--- src/hw/rtl/hkse_pkg.sv ---
// shared types, constants and hash function for the hashed key set engine
`default_nettype none
package hkse_pkg;
  localparam int BUCKETS = 1024;
  localparam int WAYS = 4;
  localparam int BUCKET_W = (BUCKETS > 1) ? $clog2(BUCKETS) : 1;
  localparam int WAY_W = (WAYS > 1) ? $clog2(WAYS) : 1;
  localparam int SLOT_TOTAL = BUCKETS * WAYS;
  localparam int TOTAL_W = $clog2(SLOT_TOTAL + 1);
  localparam int COUNT_W = 13;
  localparam int KEY_W = 64;

  typedef enum logic [1:0] {
    MODE_INSERT = 2'd0,
    MODE_SEARCH = 2'd1,
    MODE_REMOVE = 2'd2,
    MODE_NONE   = 2'd3
  } mode_t;

  typedef struct packed {
    logic [1:0]       mode;
    logic [KEY_W-1:0] key;
  } req_t;

  typedef struct packed {
    logic               success;
    logic               bucket_full;
    logic [COUNT_W-1:0] element_count;
  } rsp_t;

  typedef enum logic [1:0] {
    ST_IDLE,
    ST_HASH,
    ST_LOOKUP,
    ST_RESP
  } state_t;

  typedef struct packed {
    logic load;
    logic hash;
    logic look;
  } cmd_t;

  // first half of the mix: up to the multiply by 21
  function automatic logic [63:0] mix_a(input logic [63:0] k);
    logic [63:0] h;
    h = (~k) + (k << 18);
    h = h ^ (h >> 31);
    return h;
  endfunction

  // second half of the mix after the multiply
  function automatic logic [31:0] mix_b(input logic [63:0] m);
    logic [63:0] h;
    h = m ^ (m >> 11);
    h = h + (h << 6);
    h = h ^ (h >> 22);
    return h[31:0];
  endfunction
endpackage
`default_nettype wire

--- src/hw/rtl/hkse_ctrl.sv ---
// controller state machine for the hashed key set engine
`default_nettype none
module hkse_ctrl import hkse_pkg::*; (
  input  wire logic clk,
  input  wire logic rst,
  input  wire logic busy,
  input  wire logic in_valid,
  output logic      in_ready,
  output logic      out_valid,
  input  wire logic out_ready,
  output cmd_t      cmd
);
  state_t state, state_next;

  always_ff @(posedge clk) begin
    if (rst) state <= ST_IDLE;
    else state <= state_next;
  end

  always_comb begin
    state_next = state;
    unique case (state)
      ST_IDLE:   if (in_valid && !busy) state_next = ST_HASH;
      ST_HASH:   state_next = ST_LOOKUP;
      ST_LOOKUP: state_next = ST_RESP;
      ST_RESP: begin
        if (out_ready) state_next = in_valid ? ST_HASH : ST_IDLE;
      end
      default:   state_next = ST_IDLE;
    endcase
  end

  always_comb begin
    in_ready  = 1'b0;
    out_valid = 1'b0;
    cmd       = '0;
    unique case (state)
      ST_IDLE: begin
        in_ready = !busy;
        cmd.load = in_valid & !busy;
      end
      ST_HASH:   cmd.hash = 1'b1;
      ST_LOOKUP: cmd.look = 1'b1;
      ST_RESP: begin
        out_valid = 1'b1;
        in_ready  = out_ready;
        cmd.load  = out_ready & in_valid;
      end
      default: ;
    endcase
  end
endmodule
`default_nettype wire

--- config.mk ---
export PLATFORM = sky130hd
export DESIGN_NAME = hkse_ctrl
export DESIGN_NICKNAME = d
export VERILOG_FILES = /design/src/hw/rtl/hkse_pkg.sv /design/src/hw/rtl/hkse_ctrl.sv
export SDC_FILE = /design/constraint.sdc
export NUM_CORES = 1
export LEC_CHECK = 0
export BUFFER_PORTS_ARGS = -buffer_cell sky130_fd_sc_hd__buf_2
export CAP_MARGIN = 20
export CELL_PAD_IN_SITES_DETAIL_PLACEMENT = 0
export CELL_PAD_IN_SITES_GLOBAL_PLACEMENT = 1
export CORE_AREA = 10 10 47 49
export CTS_CLUSTER_SIZE = 10
export DETAILED_ROUTE_END_ITERATION = 7
export DIE_AREA = 0 0 57 59
export PLACE_DENSITY_LB_ADDON = 0.1
export RECOVER_POWER = 25
export SYNTH_ARGS = -nofsm -noshare
export SYNTH_HDL_FRONTEND = slang
export SYNTH_SLANG_ARGS = --single-unit
--- constraint.sdc ---
create_clock -name clk -period 1.8 [get_ports clk]
set_input_delay 0.54 -clock clk [delete_from_list [all_inputs] [get_ports clk]]
set_output_delay 0.54 -clock clk [all_outputs]
set_load 0.02 [all_outputs]
==> reports/metrics.csv, run 1 <==
metric,value,unit
final instance area,398,µm²
kind of start point of the critical path,flop,
top-level port count,10,
top register by number of flip-flops,state,
"Warnings, synthesis",0,
wire length per cell after detailed routing,11.5,µm
unrepaired setup endpoints after global routing,yes,
Slew Limit Fails,0,
status,finished clean,
syn_area_per_cell,9.10,µm²
layer with the highest usage,met2,
final period demand of the worst path,1.74,ns
effective utilization at floorplan,16.9,%
flop and latch count out of synthesis,2,
cell class contributing the biggest share of worst-path delay,flip-flops,
synth unique cells,14,
"Seq/Total Area, Yosys",16.9,%
Remaining DRCs,0,
Clock Path Buffers,2,
vias in the first global route,266,
met2 track demand over resource in global routing,6.51,%
Async SR Flop Fraction,0,%
worst-path maximum fanout,6,
arrival time of the worst setup path,1.20,ns
aggregate negative setup slack,0,ns
die span in x,57,µm
first-pass iteration count of the detailed router,3,
xor-xnor portion of the synthesized cell area,0,%
input/output buffers,9,
vias after detailed routing,229,
post-synthesis instance area,236,µm²
"flip-flop count of the largest register, all copies and words added",2,
highest clock rate,574,MHz
maximum level of the CTS H-tree,1,
chain of cells forming the critical path,"inv_4, ha_4, nor3b_2, buf_4",
Final Hold Fails,0,
top cells by area in the synthesized netlist,"sky130_fd_sc_hd__ha_1 32%, sky130_fd_sc_hd__dfxtp_1 17%, sky130_fd_sc_hd__nand2b_1 7.9%",
count of filler cells inserted in the layout,165,
crit path capture type,output pin,
GPL Wtd Cong,0.738,
delay contributed by the slowest stage of the critical path,0.39,ns
Total GRT Usage,4.66,%
combinational family with the most area after synthesis,adder cells,
Post-synth top cells,"6 x sky130_fd_sc_hd__ha_1, 3 x sky130_fd_sc_hd__a21oi_1, 3 x sky130_fd_sc_hd__nand2b_1",
largest registers,state (2),
clock buffer count from CTS,3,
Worst VDD drop,0.000535,V
required time worst endpoint,1.26,ns
max-cap violations,0,
Compound-Gate Fraction of Synth Area,19.6,%
floorplan core area,0.00140,mm²
post-synthesis cell count,26,
Clock Pin Slew Worst Setup and Hold Paths,0.03,ns
tightest slew margin relative to the limit,82.6,%
antenna diode count,0,
total placed instance area,329,µm²
relative area change from synthesis to final layout,68.3,%
global-route track usage on met3,2.36,%
Die Height,59,µm
Overall Power,624,µW
TritonCTS sink count,2,
crit path max-delay cell type,sky130_fd_sc_hd__dfxtp_4,
simple-gate portion of the synthesized area,24.3,%
met1 usage in global routing,5.09,%
total power density per cell area,1570,mW/mm²
Final ANT Viol Nets,0,
filler-free cell count of the finished design,56,
CP Buf/Inv Count,2,
final setup skew,0.00223,ns
global-route wire length before repair,1190,µm
final number of setup-violating endpoints,0,
part of the cycle the worst path needs,96.8,%
ys flop type,sky130_fd_sc_hd__dfxtp_1,
clock insertion delay at the later pin of the skew report,0.22,ns
hold_buf cts,0,
CTS tree,built,
DRC violation total after the first TritonRoute iteration,4,
fraction of final layout cells sized beyond drive strength 1,62.5,%
Leakage,0.000181,µW
worst slew pin tran,0.259,ns
"area leader, netlist",sky130_fd_sc_hd__ha_1,
number of antenna violations at the first check in global routing,0,
Total Nets Final,53,
count of flip-flops with a built-in enable after synthesis,0,
via-per-instance ratio,4.09,
die area,0.00336,mm²
top cell type's share of synthesized area,31.7,%
most frequently used cell type in the post-synthesis netlist,sky130_fd_sc_hd__ha_1,
leftover overflow at the end of global routing,0,
multiplexer fraction of the synthesized cell area,4.23,%
worst setup path category,flop to output pin,
row count,14,
worst hold path type,input port to flop,
adder-cell area share of the yosys netlist,31.7,%
routed wire length,644,µm
dpl cells,54,
Setup Slack @ Placement,0.0779,ns
placed wire-length estimate,551,µm
Final Worst Setup Slack,0.0584,ns
clock root buffer master,sky130_fd_sc_hd__clkbuf_4,
Synthesized Nets,37,
maximum number of pins on one net before global-route repair,7,
## cells in the final DEF, fill, tap and decap left out, drive strengths merged
master | netlist | layout
nand2 | 1 | 1
ha | 6 | 6
a21oi | 3 | 3
nor2 | 2 | 2
dfxtp | 2 | 2
mux2i | 1 | 1
a211oi | 1 | 1
nor3b | 1 | 1
clkbuf | 0 | 3
a211o | 1 | 1
nor2b | 1 | 1
nand2b | 4 | 4
buf | 0 | 11
a221oi | 1 | 1
inv | 2 | 2
## path summary, 6_finish.rpt
| path | startpoint | to | slack [ns] | cells past startpoint |
|---|---|---|---|---|
| setup / recovery | state[1] | cmd[2] | 0.06 | 4 |
| setup reg to reg | state[0] | state[0] | 0.46 | 6 |
| hold reg to reg | state[1] | state[1] | 0.54 | 2 |
| hold / removal | rst | state[0] | 0.50 | 2 |
## cells by family after synthesis
kind of cell	count (synthesis)
AO/OA/AOI/OAI	6
adder cells (fa/ha/maj)	6
AND/OR/NAND/NOR	9
multiplexers	1
buffers and inverters	2
flip-flops	2
## timing repair
action                     CTS  global route
resized for setup            8             8
pin swaps                    2             3
setup buffers                0             0
setup endpoints to repair    2             2
## power breakdown
part	internal (µW)	total (µW)	leakage [µW]	switching [µW]
combinational	197	407	0.000149	211
clock	73.2	94.8	0.0000138	21.6
sequential	76.9	122	0.0000178	45.4
## final cells by class
type / count / area (µm²) / share of cell area (%)
Tap cell: 16 / 20.0 / 5.03
Inverter: 2 / 12.5 / 3.14
Sequential cell: 2 / 47.5 / 11.9
Multi-Input combinational cell: 22 / 230 / 57.9
Clock buffer: 3 / 22.5 / 5.66
Timing Repair Buffer: 11 / 65.1 / 16.4
## per-stage QoR
step / hold slack (ns) / util, %
finish: 0.503 / 28.4
global route: 0.508 / 28.4
CTS: 0.501 / 27.1
detailed placement: 0.515 / 23.5
global placement: 0.524 / 23.5
floorplan: 0.508 / -
## routing by layer
layer / vias up / routed length, µm
met4: 0 / 4
met5: - / 0
li1: 118 / -
met2: 6 / 322
met1: 103 / 275
met3: 2 / 42
(Power assumes the default switching activity.)
==> inputs of run 2 (changes only) <==
- CORE_AREA: 10 10 47 49 -> 2 2 39 41
- DIE_AREA: 0 0 57 59 -> 0 0 41 43
==> run 2 against run 1 <==
Against the previous run:
- wire length fell by 12%
- clock power increased by 3.9%
- highest routed layer is now met3
- critical path depth unchanged
- final area decreased by 3.1%
- clock skew about the same
==> reports/metrics.csv, run 2 (synthesis gave the netlist of run 1 again) <==
metric,value,unit,change
clock insertion delay at the later pin of the skew report,0.22,ns,about the same
maximum number of pins on one net before global-route repair,6,,was 7
die span in x,41,µm,was 57 µm
Worst VDD drop,0.000557,V,was 0.000535 V
required time worst endpoint,1.26,ns,about the same
worst hold path type,input port to flop,,unchanged
TritonCTS sink count,2,,unchanged
"setup slack, reg-to-reg",0.40,ns,was 0.46 ns
clock buffer count from CTS,3,,unchanged
Total GRT Usage,8.00,%,was 4.66%
dpl cells,53,,was 54
antenna diode count,0,,unchanged
max-cap violations,0,,unchanged
top register by number of flip-flops,state,,unchanged
Util after Layout,27.8,%,was 28.4%
cell class contributing the biggest share of worst-path delay,flip-flops,,unchanged
global-route wire length before repair,897,µm,was 1190 µm
Leakage,0.000180,µW,was 0.000181 µW
maximum level of the CTS H-tree,1,,unchanged
post-CTS setup buffer count,0,,unchanged
row count,14,,unchanged
vias in the first global route,230,,was 266
"flip-flop count of the largest register, all copies and words added",2,,unchanged
input/output buffers,9,,unchanged
via-per-instance ratio,3.96,,was 4.09
die area,0.00176,mm²,was 0.00336 mm²
total power density per cell area,1550,mW/mm²,was 1570 mW/mm²
chain of cells forming the critical path,"inv_1, ha_4, nor3b_2, buf_4",,"was inv_4, ha_4, nor3b_2, buf_4"
Clock Pin Slew Worst Setup and Hold Paths,0.03,ns,about the same
floorplan core area,0.00138,mm²,was 0.00140 mm²
GPL Wtd Cong,0.704,,was 0.738
clock root buffer master,sky130_fd_sc_hd__clkbuf_4,,unchanged
CTS tree,built,,unchanged
final setup skew,0.00177,ns,was 0.00223 ns
Die Height,43,µm,was 59 µm
fraction of final layout cells sized beyond drive strength 1,55.0,%,was 62.5%
total placed instance area,322,µm²,was 329 µm²
wire length per cell after detailed routing,10.1,µm,was 11.5 µm
vias after detailed routing,222,,was 229
delay contributed by the slowest stage of the critical path,0.36,ns,was 0.39 ns
unrepaired setup endpoints after global routing,yes,,unchanged
Slew Limit Fails,0,,unchanged
kind of start point of the critical path,flop,,unchanged
worst slew pin tran,0.257,ns,was 0.259 ns
Reg2Reg Launch Point,state[0],,unchanged
Overall Power,599,µW,was 624 µW
routed wire length,564,µm,was 644 µm
worst-path maximum fanout,4,,was 6
hold_buf cts,0,,unchanged
part of the cycle the worst path needs,99.4,%,was 96.8%
arrival time of the worst setup path,1.25,ns,was 1.20 ns
Clock Path Buffers,2,,unchanged
final number of setup-violating endpoints,0,,unchanged
crit path capture type,output pin,,unchanged
effective utilization at floorplan,17.1,%,was 16.9%
final instance area,385,µm²,was 398 µm²
largest registers,state (2),,unchanged
relative area change from synthesis to final layout,63.0,%,was 68.3%
number of antenna violations at the first check in global routing,0,,unchanged
Total Nets Final,53,,unchanged
placed wire-length estimate,441,µm,was 551 µm
multi-input gate area in the final layout,221,µm²,was 230 µm²
status,finished clean,,unchanged
worst setup path category,flop to output pin,,unchanged
count of filler cells inserted in the layout,153,,was 165
highest clock rate,559,MHz,was 574 MHz
area taken by flip-flops and latches,45.0,µm²,was 47.5 µm²
CP Buf/Inv Count,2,,unchanged
Remaining DRCs,0,,unchanged
highest-count cells in the layout ignoring fill and taps,"7 x sky130_fd_sc_hd__buf_2, 4 x sky130_fd_sc_hd__ha_1",,"was 7 x sky130_fd_sc_hd__buf_2, 4 x sky130_fd_sc_hd__ha_1, 4 x sky130_fd_sc_hd__buf_4, 3 x sky130_fd_sc_hd__nand2b_1, 3 x sky130_fd_sc_hd__clkbuf_4"
tightest slew margin relative to the limit,82.8,%,was 82.6%
Final ANT Viol Nets,0,,unchanged
Final Hold Fails,0,,unchanged
final period demand of the worst path,1.79,ns,was 1.74 ns
"most common cell after layout, fill and taps aside",sky130_fd_sc_hd__buf_2,,unchanged
filler-free cell count of the finished design,56,,unchanged
first-pass iteration count of the detailed router,3,,unchanged
leftover overflow at the end of global routing,0,,unchanged
crit path max-delay cell type,sky130_fd_sc_hd__dfxtp_4,,unchanged
critical path startpoint,state[0],,was state[1]
DRC violation total after the first TritonRoute iteration,2,,was 4
top-level port count,10,,unchanged
Hold Startpoint,rst,,unchanged
run 2: cell types whose count changed in the layout (fill, tap and decap cells not counted):
| cell | previous run | this run |
|---|---|---|
| sky130_fd_sc_hd__a21oi_1 | 2 | 3 |
| sky130_fd_sc_hd__a21oi_2 | 1 | 0 |
| sky130_fd_sc_hd__buf_4 | 4 | 3 |
| sky130_fd_sc_hd__buf_6 | 0 | 1 |
| sky130_fd_sc_hd__dfxtp_2 | 0 | 1 |
| sky130_fd_sc_hd__dfxtp_4 | 2 | 1 |
| sky130_fd_sc_hd__inv_1 | 0 | 2 |
| sky130_fd_sc_hd__inv_4 | 2 | 0 |
| sky130_fd_sc_hd__nor2_2 | 0 | 1 |
| sky130_fd_sc_hd__nor2_4 | 1 | 0 |
run 2: routing by layer:
layer	vias to the layer above	track usage (%)	wire [µm]
li1	118	-	-
met1	100	8.57	244
met2	4	10.9	295
met3	0	4.71	24
met4	0	6.00	0
met5	-	0	0
run 2: path summary, 6_finish.rpt:
kind,endpoint,cells past startpoint
setup reg to reg,state[0],6
hold / removal,state[0],2
setup / recovery,cmd[2],4
hold reg to reg,state[1],3
run 2: report_power, final:
group          switching, µW  total, µW  internal [µW]
Clock                   25.0       98.5           73.5
Sequential              20.9       93.0           72.1
Combinational            216        407            191
Total                    262        599            337
run 2: stage by stage:
step                TNS, ns  hold slack, ns  worst slack [ns]
floorplan                 0           0.508             0.106
global placement          0           0.625             0.124
detailed placement        0           0.621             0.106
CTS                 -0.0415           0.491           -0.0415
global route         -0.124           0.489           -0.0811
finish                    0           0.497            0.0112
run 2: timing repair:
| item | CTS | global route |
|---|---|---|
| endpoints found under the setup margin | 2 | 2 |
| pin swaps | 1 | 1 |
| resized for setup | 8 | 2 |
run 2: cell type report:
class / count / share of cell area, %
clock buffer: 3 / 5.84
inverter: 2 / 1.95
multi-input combinational: 22 / 57.5
sequential: 2 / 11.7
tap: 16 / 5.19
timing repair buffer: 11 / 17.9
